File: src/rtl/olid_pkg.sv
`timescale 1ns / 1ps

package olid_pkg;

	// List geometry and field widths.
	localparam int DEPTH   = 64;
	localparam int ADDR_W  = $clog2(DEPTH);
	localparam int ACT_W   = 2;
	localparam int POS_W   = 7;
	localparam int VAL_W   = 32;
	localparam int STAT_W  = 2;
	localparam int CNT_W   = 7;

	// Action codes.
	localparam logic [ACT_W-1:0] ACT_APPEND = 2'd0;
	localparam logic [ACT_W-1:0] ACT_INSERT = 2'd1;
	localparam logic [ACT_W-1:0] ACT_DELETE = 2'd2;
	localparam logic [ACT_W-1:0] ACT_READ   = 2'd3;

	// Status codes.
	localparam logic [STAT_W-1:0] ST_OK     = 2'd0;
	localparam logic [STAT_W-1:0] ST_FULL   = 2'd1;
	localparam logic [STAT_W-1:0] ST_BADPOS = 2'd2;

	// Commands from the controller to the datapath.
	typedef struct packed {
		logic capture;
		logic check;
		logic init;
		logic rd;
		logic shift_wr;
		logic commit;
		logic load_res;
	} olid_cmd_t;

	// Status from the datapath to the controller.
	typedef struct packed {
		logic             err;
		logic [ACT_W-1:0] action;
		logic             more;
	} olid_sts_t;

endpackage

File: src/rtl/olid_if.sv
`timescale 1ns / 1ps

interface olid_req_if;
	import olid_pkg::*;
	logic                     valid;
	logic                     ready;
	logic [ACT_W-1:0]         action;
	logic [POS_W-1:0]         position;
	logic signed [VAL_W-1:0]  value;

	modport source(output valid, action, position, value, input ready);
	modport sink(input valid, action, position, value, output ready);
endinterface

interface olid_res_if;
	import olid_pkg::*;
	logic                     valid;
	logic                     ready;
	logic [STAT_W-1:0]        status;
	logic signed [VAL_W-1:0]  read_value;
	logic [CNT_W-1:0]         count;

	modport source(output valid, status, read_value, count, input ready);
	modport sink(input valid, status, read_value, count, output ready);
endinterface

File: src/rtl/olid_ram.sv
`timescale 1ns / 1ps

module olid_ram #(
	parameter int WIDTH = 32,
	parameter int DEPTH = 64
) (
	input  logic                     clk,
	input  logic                     we,
	input  logic [$clog2(DEPTH)-1:0] waddr,
	input  logic [WIDTH-1:0]         wdata,
	input  logic                     re,
	input  logic [$clog2(DEPTH)-1:0] raddr,
	output logic [WIDTH-1:0]         rdata
);

	logic [WIDTH-1:0] mem_q [DEPTH];

	always_ff @(posedge clk) begin
		if (we) begin
			mem_q[waddr] <= wdata;
		end
		if (re) begin
			rdata <= mem_q[raddr];
		end
	end

endmodule

File: src/rtl/olid_dp.sv
`timescale 1ns / 1ps

module olid_dp import olid_pkg::*; (
	input  logic                    clk,
	input  logic                    arst_n,
	input  olid_cmd_t               cmd,
	output olid_sts_t               sts,
	input  logic [ACT_W-1:0]        in_action,
	input  logic [POS_W-1:0]        in_position,
	input  logic signed [VAL_W-1:0] in_value,
	output logic [STAT_W-1:0]       res_status,
	output logic signed [VAL_W-1:0] res_read_value,
	output logic [CNT_W-1:0]        res_count
);

	logic [ACT_W-1:0]  act_q;
	logic [POS_W-1:0]  pos_q;
	logic [VAL_W-1:0]  val_q;
	logic [CNT_W-1:0]  cnt_q;
	logic [CNT_W-1:0]  idx_q;
	logic [STAT_W-1:0] stat_q;
	logic [STAT_W-1:0] res_status_q;
	logic [VAL_W-1:0]  res_rdata_q;
	logic [CNT_W-1:0]  res_count_q;

	logic [POS_W-1:0]  pm1;
	logic              pos_zero;
	logic              full;
	logic              bad_ins;
	logic              bad_rd;
	logic [STAT_W-1:0] err_code;
	logic              more;
	logic              ram_we;
	logic [ADDR_W-1:0] ram_waddr;
	logic [VAL_W-1:0]  ram_wdata;
	logic [ADDR_W-1:0] ram_raddr;
	logic [VAL_W-1:0]  ram_rdata;
	logic [CNT_W-1:0]  commit_addr;

	assign pm1      = pos_q - POS_W'(1);
	assign pos_zero = (pos_q == '0);
	assign full     = (cnt_q >= CNT_W'(DEPTH));
	assign bad_ins  = pos_zero || ({1'b0, pos_q} > ({1'b0, cnt_q} + (CNT_W+1)'(1)));
	assign bad_rd   = pos_zero || ({1'b0, pos_q} > {1'b0, cnt_q});

	always_comb begin
		case (act_q)
			ACT_APPEND: err_code = full ? ST_FULL : ST_OK;
			ACT_INSERT: err_code = bad_ins ? ST_BADPOS : (full ? ST_FULL : ST_OK);
			ACT_DELETE: err_code = bad_rd ? ST_BADPOS : ST_OK;
			ACT_READ:   err_code = bad_rd ? ST_BADPOS : ST_OK;
			default:    err_code = ST_OK;
		endcase
	end

	// Insert walks down from the tail, delete walks up toward the tail.
	always_comb begin
		case (act_q)
			ACT_INSERT: more = (idx_q > CNT_W'(pm1));
			ACT_DELETE: more = (({1'b0, idx_q} + (CNT_W+1)'(1)) < {1'b0, cnt_q});
			default:    more = 1'b0;
		endcase
	end

	always_comb begin
		case (act_q)
			ACT_INSERT: ram_raddr = ADDR_W'(idx_q - CNT_W'(1));
			ACT_DELETE: ram_raddr = ADDR_W'(idx_q + CNT_W'(1));
			default:    ram_raddr = ADDR_W'(pm1);
		endcase
	end

	assign commit_addr = (act_q == ACT_APPEND) ? cnt_q : CNT_W'(pm1);
	assign ram_we    = cmd.shift_wr ||
		(cmd.commit && (act_q == ACT_APPEND || act_q == ACT_INSERT));
	assign ram_waddr = cmd.shift_wr ? ADDR_W'(idx_q) : ADDR_W'(commit_addr);
	assign ram_wdata = cmd.shift_wr ? ram_rdata : val_q;

	assign sts.err    = (err_code != ST_OK);
	assign sts.action = act_q;
	assign sts.more   = more;

	olid_ram #(
		.WIDTH(VAL_W),
		.DEPTH(DEPTH)
	) u_ram (
		.clk  (clk),
		.we   (ram_we),
		.waddr(ram_waddr),
		.wdata(ram_wdata),
		.re   (cmd.rd),
		.raddr(ram_raddr),
		.rdata(ram_rdata)
	);

	always_ff @(posedge clk or negedge arst_n) begin
		if (!arst_n) begin
			cnt_q <= '0;
		end else if (cmd.commit) begin
			case (act_q)
				ACT_APPEND: cnt_q <= cnt_q + CNT_W'(1);
				ACT_INSERT: cnt_q <= cnt_q + CNT_W'(1);
				ACT_DELETE: cnt_q <= cnt_q - CNT_W'(1);
				default:    cnt_q <= cnt_q;
			endcase
		end
	end

	always_ff @(posedge clk) begin
		if (cmd.capture) begin
			act_q <= in_action;
			pos_q <= in_position;
			val_q <= in_value;
		end
		if (cmd.check) begin
			stat_q <= err_code;
		end
		if (cmd.init) begin
			idx_q <= (act_q == ACT_INSERT) ? cnt_q : CNT_W'(pm1);
		end else if (cmd.shift_wr) begin
			idx_q <= (act_q == ACT_INSERT) ? idx_q - CNT_W'(1) : idx_q + CNT_W'(1);
		end
		if (cmd.load_res) begin
			res_status_q <= stat_q;
			res_rdata_q  <= (act_q == ACT_READ && stat_q == ST_OK) ? ram_rdata : '0;
			res_count_q  <= cnt_q;
		end
	end

	assign res_status     = res_status_q;
	assign res_read_value = res_rdata_q;
	assign res_count      = res_count_q;

endmodule

File: src/rtl/olid_ctrl.sv
`timescale 1ns / 1ps

module olid_ctrl import olid_pkg::*; (
	input  logic      clk,
	input  logic      arst_n,
	input  logic      in_valid,
	output logic      in_ready,
	output logic      out_valid,
	input  logic      out_ready,
	input  olid_sts_t sts,
	output olid_cmd_t cmd
);

	localparam logic [2:0] S_IDLE     = 3'd0;
	localparam logic [2:0] S_CHECK    = 3'd1;
	localparam logic [2:0] S_SHIFT_RD = 3'd2;
	localparam logic [2:0] S_SHIFT_WR = 3'd3;
	localparam logic [2:0] S_COMMIT   = 3'd4;
	localparam logic [2:0] S_DONE     = 3'd5;

	logic [2:0] state_q;
	logic [2:0] state_d;
	logic       out_valid_q;
	logic       slot_free;

	assign slot_free = !out_valid_q || out_ready;
	assign in_ready  = (state_q == S_IDLE);
	assign out_valid = out_valid_q;

	always_comb begin
		state_d = state_q;
		cmd     = '0;
		case (state_q)
			S_IDLE: begin
				if (in_valid) begin
					cmd.capture = 1'b1;
					state_d     = S_CHECK;
				end
			end
			S_CHECK: begin
				cmd.check = 1'b1;
				if (sts.err) begin
					state_d = S_DONE;
				end else begin
					case (sts.action)
						ACT_APPEND: state_d = S_COMMIT;
						ACT_READ: begin
							cmd.rd  = 1'b1;
							state_d = S_DONE;
						end
						default: begin
							cmd.init = 1'b1;
							state_d  = S_SHIFT_RD;
						end
					endcase
				end
			end
			S_SHIFT_RD: begin
				if (sts.more) begin
					cmd.rd  = 1'b1;
					state_d = S_SHIFT_WR;
				end else begin
					state_d = S_COMMIT;
				end
			end
			S_SHIFT_WR: begin
				cmd.shift_wr = 1'b1;
				state_d      = S_SHIFT_RD;
			end
			S_COMMIT: begin
				cmd.commit = 1'b1;
				state_d    = S_DONE;
			end
			S_DONE: begin
				if (slot_free) begin
					cmd.load_res = 1'b1;
					state_d      = S_IDLE;
				end
			end
			default: state_d = S_IDLE;
		endcase
	end

	always_ff @(posedge clk or negedge arst_n) begin
		if (!arst_n) begin
			state_q     <= S_IDLE;
			out_valid_q <= 1'b0;
		end else begin
			state_q <= state_d;
			if (cmd.load_res) begin
				out_valid_q <= 1'b1;
			end else if (out_ready) begin
				out_valid_q <= 1'b0;
			end
		end
	end

endmodule

File: src/rtl/ordered_list_insert_delete.sv
`timescale 1ns / 1ps
// An item is accepted in the idle state, then passes the check state; an insert or delete
// that passes the check runs the shift loop, a read and a write state per entry moved, and
// any change that passes it then runs the commit state; the done state registers the result
// once the result register is free. One item at a time: the next item is accepted only after
// the last result is registered. The shift runs through the single list RAM's two ports.
// Reset: arst_n clears the entry count, the controller state and the result valid flag.

module ordered_list_insert_delete import olid_pkg::*; (
	input logic        clk,
	input logic        arst_n,
	olid_req_if.sink   req,
	olid_res_if.source res
);

	// The controller sequences each item: check, optional shift loop and commit for a change, result.
	// The datapath holds the captured item, the entry count, the shift index and the
	// list RAM, and the result register that lets a new item start while a result waits.
	olid_cmd_t cmd;
	olid_sts_t sts;

	olid_ctrl u_ctrl (
		.clk      (clk),
		.arst_n   (arst_n),
		.in_valid (req.valid),
		.in_ready (req.ready),
		.out_valid(res.valid),
		.out_ready(res.ready),
		.sts      (sts),
		.cmd      (cmd)
	);

	olid_dp u_dp (
		.clk           (clk),
		.arst_n        (arst_n),
		.cmd           (cmd),
		.sts           (sts),
		.in_action     (req.action),
		.in_position   (req.position),
		.in_value      (req.value),
		.res_status    (res.status),
		.res_read_value(res.read_value),
		.res_count     (res.count)
	);

endmodule

File: src/flat_wrapper.sv
// flat-port wrapper written by rule: the top's interface ports become plain ports
module ordered_list_insert_delete_flat import olid_pkg::*;
  (clk, arst_n, req_valid, req_action, req_position, req_value, req_ready, res_valid, res_status, res_read_value, res_count, res_ready);
  olid_req_if req_i ();
  olid_res_if res_i ();
  input logic clk;
  input logic arst_n;
  input wire logic [$bits(req_i.valid)-1:0] req_valid;
  input wire logic [$bits(req_i.action)-1:0] req_action;
  input wire logic [$bits(req_i.position)-1:0] req_position;
  input wire logic [$bits(req_i.value)-1:0] req_value;
  output wire logic [$bits(req_i.ready)-1:0] req_ready;
  output wire logic [$bits(res_i.valid)-1:0] res_valid;
  output wire logic [$bits(res_i.status)-1:0] res_status;
  output wire logic [$bits(res_i.read_value)-1:0] res_read_value;
  output wire logic [$bits(res_i.count)-1:0] res_count;
  input wire logic [$bits(res_i.ready)-1:0] res_ready;
  assign req_i.valid = req_valid;
  assign req_i.action = req_action;
  assign req_i.position = req_position;
  assign req_i.value = req_value;
  assign req_ready = req_i.ready;
  assign res_valid = res_i.valid;
  assign res_status = res_i.status;
  assign res_read_value = res_i.read_value;
  assign res_count = res_i.count;
  assign res_i.ready = res_ready;
  ordered_list_insert_delete u_core (.clk(clk), .arst_n(arst_n), .req(req_i), .res(res_i));
endmodule
File: config.mk
export PLATFORM = sky130hd
export DESIGN_NAME = ordered_list_insert_delete_flat
export DESIGN_NICKNAME = d
export VERILOG_FILES = /design/src/rtl/olid_pkg.sv /design/src/rtl/olid_if.sv /design/src/rtl/olid_ram.sv /design/src/rtl/olid_dp.sv /design/src/rtl/olid_ctrl.sv /design/src/rtl/ordered_list_insert_delete.sv /design/src/flat_wrapper.sv
export SDC_FILE = /design/constraint.sdc
export NUM_CORES = 2
export LEC_CHECK = 0
export BUFFER_PORTS_ARGS = -buffer_cell sky130_fd_sc_hd__buf_2
export CORE_MARGIN = 2
export CORE_UTILIZATION = 44
export DETAILED_ROUTE_END_ITERATION = 16
export GPL_ROUTABILITY_DRIVEN = 0
export HOLD_SLACK_MARGIN = 0.12
export PLACE_DENSITY = 0.55
export REMOVE_ABC_BUFFERS = 1
export SYNTH_ARGS = -nofsm -noshare
export SYNTH_HDL_FRONTEND = slang
export SYNTH_SLANG_ARGS = --single-unit
File: constraint.sdc
create_clock -name clk -period 4.6 [get_ports clk]
set_clock_uncertainty 0.05 [all_clocks]
set_input_delay 0.46 -clock clk [delete_from_list [all_inputs] [get_ports clk]]
set_output_delay 0.46 -clock clk [all_outputs]
set_load 0.05 [all_outputs]
After elaboration in Yosys (flattened, before gate mapping). Memory sizes are Yosys's and may differ from the RTL's. A register that Yosys moved wholly into a read port is not among the register bits. Index checks and enable logic that the tools add are counted.

Add/sub/neg operators: 7. Magnitude comparators: 5. Equality and inequality tests: 10. Multiplexer cells: 36. Reductions and logical operators: 21.

Operators with widths (count): $mux W32 (1); $mux W7 (4); $sub A7 B1 Y7 const B (3); $pmux W3 S6 (1); $add A7 B1 Y8 const B (2); $add A7 B1 Y7 const B (2); $gt A7 B7 Y1 (2); $mux W1 (14); $pmux W7 S2 (1); $mux W3 (4); $mux W6 (2); $pmux W6 S2 (1); $gt A7 B8 Y1 (1); $lt A8 B7 Y1 (1); $mux W2 (4); $reduce_bool A2 Y1 (4); $ge A7 B7 Y1 const B (1); $logic_not A7 Y1 (1); $eq A3 B2 Y1 const B (2); $eq A3 B3 Y1 const B (2); $pmux W2 S3 (1); $pmux W3 S2 (1); $reduce_or A2 Y1 (3); $logic_or A1 B1 Y1 (5); other kinds (10) (16).

Register bits: 102. Memory bits (writable): 2048. Input bits: 45. Output and inout port bits: 43. Logic and storage cells: 91. Memories kept: 1.

Memory list: u_core.u_dp.u_ram.mem_q (depth 64, width 32, read ports 1, clocked after memory_dff 1, write ports 1, line olid_ram.sv:16) `logic [WIDTH-1:0] mem_q [DEPTH];`.

Depth between registers and ports, before layout.
Depth in word-level cells: 9. Gate-level depth with buffers: 14. Mapped depth without buffers: 13.

Modules after synthesis. From an unflattened synthesis, not the netlist that was laid out.

Cell total of the unflattened synthesis: 3801. Area, all modules: 84698.7 um2.

By module, submodules not included: olid_ram (instances 1, cells an instance 3324, area an instance 78835.6 um2, seq. area each 62459.9 um2); olid_dp (instances 1, cells an instance 440, area an instance 5519.0 um2, seq. area each 2907.8 um2); olid_ctrl (instances 1, cells an instance 37, area an instance 344.1 um2, seq. area each 100.1 um2).

Worst setup path before layout. Ideal clock, no wire load.

Kind: reg-to-reg. From: register u_core.u_dp.pos_q[0]. To: memory u_core.u_dp.u_ram.mem_q[10][0], enable pin. Library setup time: 0.421 ns. Arrival time: 3.510 ns. Data required time: 4.129 ns. Slack: 0.619 ns. Cell stages (with the launch flop): 12. Path buffers: 1. Clock period less this slack: 3.981 ns. Cells stage by stage: edfxtp_1 clkbuf_1 inv_1 ha_1 nor3b_2 xnor2_1 nand2_1 o211a_1 a21oi_1 nor2b_1 nand2_1 nor2_1.

Word-level cells in the longest chain between the ends: 3.

Ends and longest elaborated chain: start, declared (line olid_dp.sv:17) `logic [POS_W-1:0] pos_q;`; start signal, assigned (line olid_dp.sv:112) `pos_q <= in_position;`; $sub A7 B1 Y7 (line olid_dp.sv:40) `assign pm1 = pos_q - POS_W'(1);`; $mux W6 (line olid_dp.sv:73) `assign commit_addr = (act_q == ACT_APPEND) ? cnt_q : CNT_W'(pm1);`; $mux W6 (line olid_dp.sv:76) `assign ram_waddr = cmd.shift_wr ? ADDR_W'(idx_q) : ADDR_W'(commit_addr);`; end, declared (line olid_ram.sv:16).

Every way passes these cells.

Worst setup path after layout.
From: register u_core.u_dp.pos_q[0]. To: register u_core.u_dp.u_ram.rdata[30], read port of u_core.u_dp.u_ram.mem_q (data pin).

Word-level cells in the longest chain between the ends: 7. Elaborated cells between the ends (all ways): 16. Classes of those cells: add/sub: 1; order compare: 3; mux: 8; reduce/logical: 4.

Ends and longest elaborated chain: branches (longest 7 deep; another with $sub A7 B1 Y7); end, declared (line olid_ram.sv:13) `output logic [WIDTH-1:0] rdata`.

Several ways; the timed one is not identified. A chain may end at the register's enable or synchronous reset.

==> metrics.txt <==
outcome finished, final reports clean; PwrDens 643 mW/mm2; clk sinks roughly 2.2k; warnings from Yosys 0; Critical Path AT between 5 and 6 ns; largest cells by area after synthesis edfxtp_1 76%, mux4_2 13%, nand2_1 2.3%, nand3_1 0.86%, a21oi_1 0.77%; peak supply drop roughly 0.00047 V; vias after detailed routing roughly 44k; number of gates given a new drive strength after cts 0; Clk pin slew, worst setup/hold paths 0.06 ns; worst-case clock buffer depth 3; area of placed instances 0.0918 mm2; most used cells in the layout excluding fill and tap cells 2171 x edfxtp_1, 519 x nand2_1, 488 x mux4_2, 247 x buf_4, 225 x clkbuf_16; FF+latch count, synth roughly 2.2k; Critical Path Fanout Max 27; routed wire length approximately 240 mm; post-route design area about 0.1 mm2; crit end category flop; layout net count roughly 4.8k; transition time of the tightest slew-check pin 1.28 ns; number of max-slew violations in the final report 0; total leakage power approximately 32 nW; Die Footprint between 0.15 and 0.2 mm2; worst-path cell chain inv_1 -> ha_1 -> xor2_1 -> a222oi_1 -> buf_4 -> buf_12 -> nor3_1 -> a31o_1 -> a2111oi_0 -> buf_4 -> a32oi_1 -> o32ai_1; area of the mapped netlist between 0.08 and 0.09 mm2; width of the die around 450 um; DP Wirelength approximately 140 mm; internal power approximately 42 mW; number of rows in the core area about 160; total net switching power 21.6 mW; number of synthesized flops with an enable pin 2171; via count of the first global-routing pass 44.2k; Inserted Clock Buffers approximately 220; RSZ-0062 raised after global routing false; area of combinational cells with multiple inputs around 0.019 mm2; maximum number of pins on one net before global-route repair just under 80; DRC 0; final setup violation count 0; TritonCTS clock tree yes; die extent in y between 400 and 500 um; cell chosen for the clock root clkbuf_16; DRT iter0 DRCs 4959; peak per-stage delay on the critical path around 0.87 ns; count of pins on the block boundary 88; Final Instance Count excl. Fillers roughly 7.5k; worst path required time approximately 5.2 ns; initial antenna violation count 5; Avg Inst Size Synth 19.9 um2; post-synth cell types 72; first drt pass iteration count 5; share of async-settable or async-resettable flops after synthesis less than 1%; post-route clock period utilization a little over nine tenths; signed area change from the synthesized netlist to the final layout 15.8%; worst path setup slack after routing between 0.1 and 0.15 ns; slowest cell on the critical path a222oi_1; largest area contributor in the synthesized netlist edfxtp_1; Filler Cells Inserted approximately 15k; # Max-Cap Violations 0; combinational power share 34.6%; worst-case headroom to the max-slew limit between 10% and 20%; Total Negative Setup Slacks 0 ns; Total Routing Usage GR between 20% and 30%; Worst Setup Start Kind flop; number of buffers added on ports slightly below 90; vias per std cell 5.92; detail-routed net length per standard cell around 32 um; final-layout worst hold slack 0.261 ns; portion of the post-synthesis area used by sequential elements 76.4%; Final Critical Period between 4 and 5 ns; leading cell type in the layout, fill and taps excluded edfxtp_1; sequential standard cell area roughly 0.065 mm2; Main synth FF type edfxtp_1; number of nets still failing antenna checks after routing 0; fraction of power spent switching nets between 30% and 40%; clock latency on the worst-skew pair between 0.8 and 0.9 ns; type of the worst setup path flop to flop; portion of synthesized cell area occupied by the leading cell type between 70% and 80%; proportion of power drawn by the clock network 27.1%; cell count after synthesis roughly 4.3k; Flop pwr share a little under two fifths; H-tree levels 4; pre-CTS setup slack around 0.29 ns; layout cells sized above 1 between 20% and 30%; top achievable clock speed between 200 and 250 MHz; most frequent cell on the critical path buf_4; Initial Utilization approximately 44%; number of placed instances with taps included 7001; Core Footprint about 0.19 mm2; grt total ovfl 0; global-route wire length before repair 337 mm; number of hold violations in the final report 0; classification of the worst-slack hold path primary input to flop
[logic make-up after synthesis]
| group | synth area share, % |
|---|---|
| buf+inv | 1.61 |
| xor+xnor | 0.256 |
| simple gates | 4.77 |
| fa+ha+maj | 0.637 |
| flops | 76.4 |
| mux | 14.0 |
| compound gates | 2.26 |
[per-layer routing]
layer	wire length, um	track usage [%]	vias to the layer above
met5	0	0	-
met3	14400	3.49	349
met1	101000	33.8	23800
met2	118000	39.7	1616
met4	6260	6.62	0
li1	-	-	18300
[sequential cells by signal, summed over array words and instances (netlist names)]
| register | flops |
|---|---|
| u_core.u_ctrl.out_valid | 1 |
| u_core.u_ctrl.state_q | 3 |
| u_core.u_dp.act_q | 2 |
| u_core.u_dp.cnt_q | 7 |
| u_core.u_dp.idx_q | 7 |
| u_core.u_dp.pos_q | 7 |
| u_core.u_dp.res_count | 7 |
| u_core.u_dp.res_read_value | 32 |
| u_core.u_dp.res_status | 2 |
| u_core.u_dp.stat_q | 2 |
| u_core.u_dp.u_ram.mem_q | 2048 |
| u_core.u_dp.u_ram.rdata | 32 |
| u_core.u_dp.val_q | 32 |
[power by group through the flow]
| stage | Combinational [mW] | Sequential (mW) | Clock (mW) |
|---|---|---|---|
| after floorplan | 9.39 | 25.0 | 0 |
| after global placement | 22.1 | 24.9 | 0 |
| after detailed placement | 22.2 | 24.9 | 0 |
| after CTS | 22.3 | 24.5 | 17.6 |
| after global routing | 23.3 | 24.5 | 18.3 |
| final | 22.1 | 24.5 | 17.3 |
[what timing repair did]
item / 4_1_cts / 5_1_grt
hold buffers: 45 / 0
endpoints found under the hold margin: 55 / 0
buffers inserted: 0 / 0
[worst paths after layout]
| kind | start | end | slack [ns] | depth (start not counted) |
|---|---|---|---|---|
| min in group asynchronous | arst_n | u_core.u_ctrl.state_q[2] | 0.61 | 3 |
| worst min register to register | u_core.u_dp.stat_q[1] | u_core.u_dp.res_status[1] | 0.43 | 0 |
| max in group asynchronous | arst_n | u_core.u_dp.cnt_q[5] | 3.51 | 3 |
| worst max-delay path | u_core.u_dp.pos_q[0] | u_core.u_dp.u_ram.rdata[30] | 0.14 | 12 |
| worst min-delay path | req_value[27] | u_core.u_dp.val_q[27] | 0.26 | 2 |
| worst max register to register | u_core.u_dp.pos_q[0] | u_core.u_dp.u_ram.rdata[30] | 0.14 | 12 |
[critical path, delay by kind of cell (launching register included)]
| kind | cells | cell delay (ns) |
|---|---|---|
| and+or+nand+nor | 1 | 0.08 |
| DFF | 1 | 0.55 |
| AOI/OAI and AO/OA | 5 | 2.10 |
| adders and majority gates | 1 | 0.28 |
| xor gates and xnor gates | 1 | 0.20 |
| buffers and inverters | 4 | 0.99 |
[synthesized netlist by cell type (16+ instances only)]
cell	instances
edfxtp_1	2171
nand2_1	519
mux4_2	488
nand3_1	148
nor2_1	139
a21oi_1	132
buf_4	74
buf_2	67
mux2i_1	60
clkbuf_1	53
ha_1	42
and2_1	36
mux2_2	36
a221oi_1	29
nand4_1	28
buf_1	23
inv_1	22
o21ai_0	20
xnor2_1	18
a221oi_2	16
[through the flow]
step / power, mW / utilization [%]
final: 63.8 / 51.4
after global routing: 66.1 / 51.4
after CTS: 64.3 / 51.4
after detailed placement: 47.1 / 47.6
after global placement: 47.0 / 47.6
after floorplan: 34.4 / -
[layout make-up]
cell class,instances,share of cell area (%)
Sequential cell,2182,66.0
Multi-Input combinational cell,1868,19.6
Clock buffer,268,5.84
Timing Repair Buffer,447,4.14
Tap cell,2526,3.19
Clock inverter,139,1.11
Inverter,23,0.0871
Antenna cell,5,0.0126
Note: power is estimated with default switching activity, not from simulation.
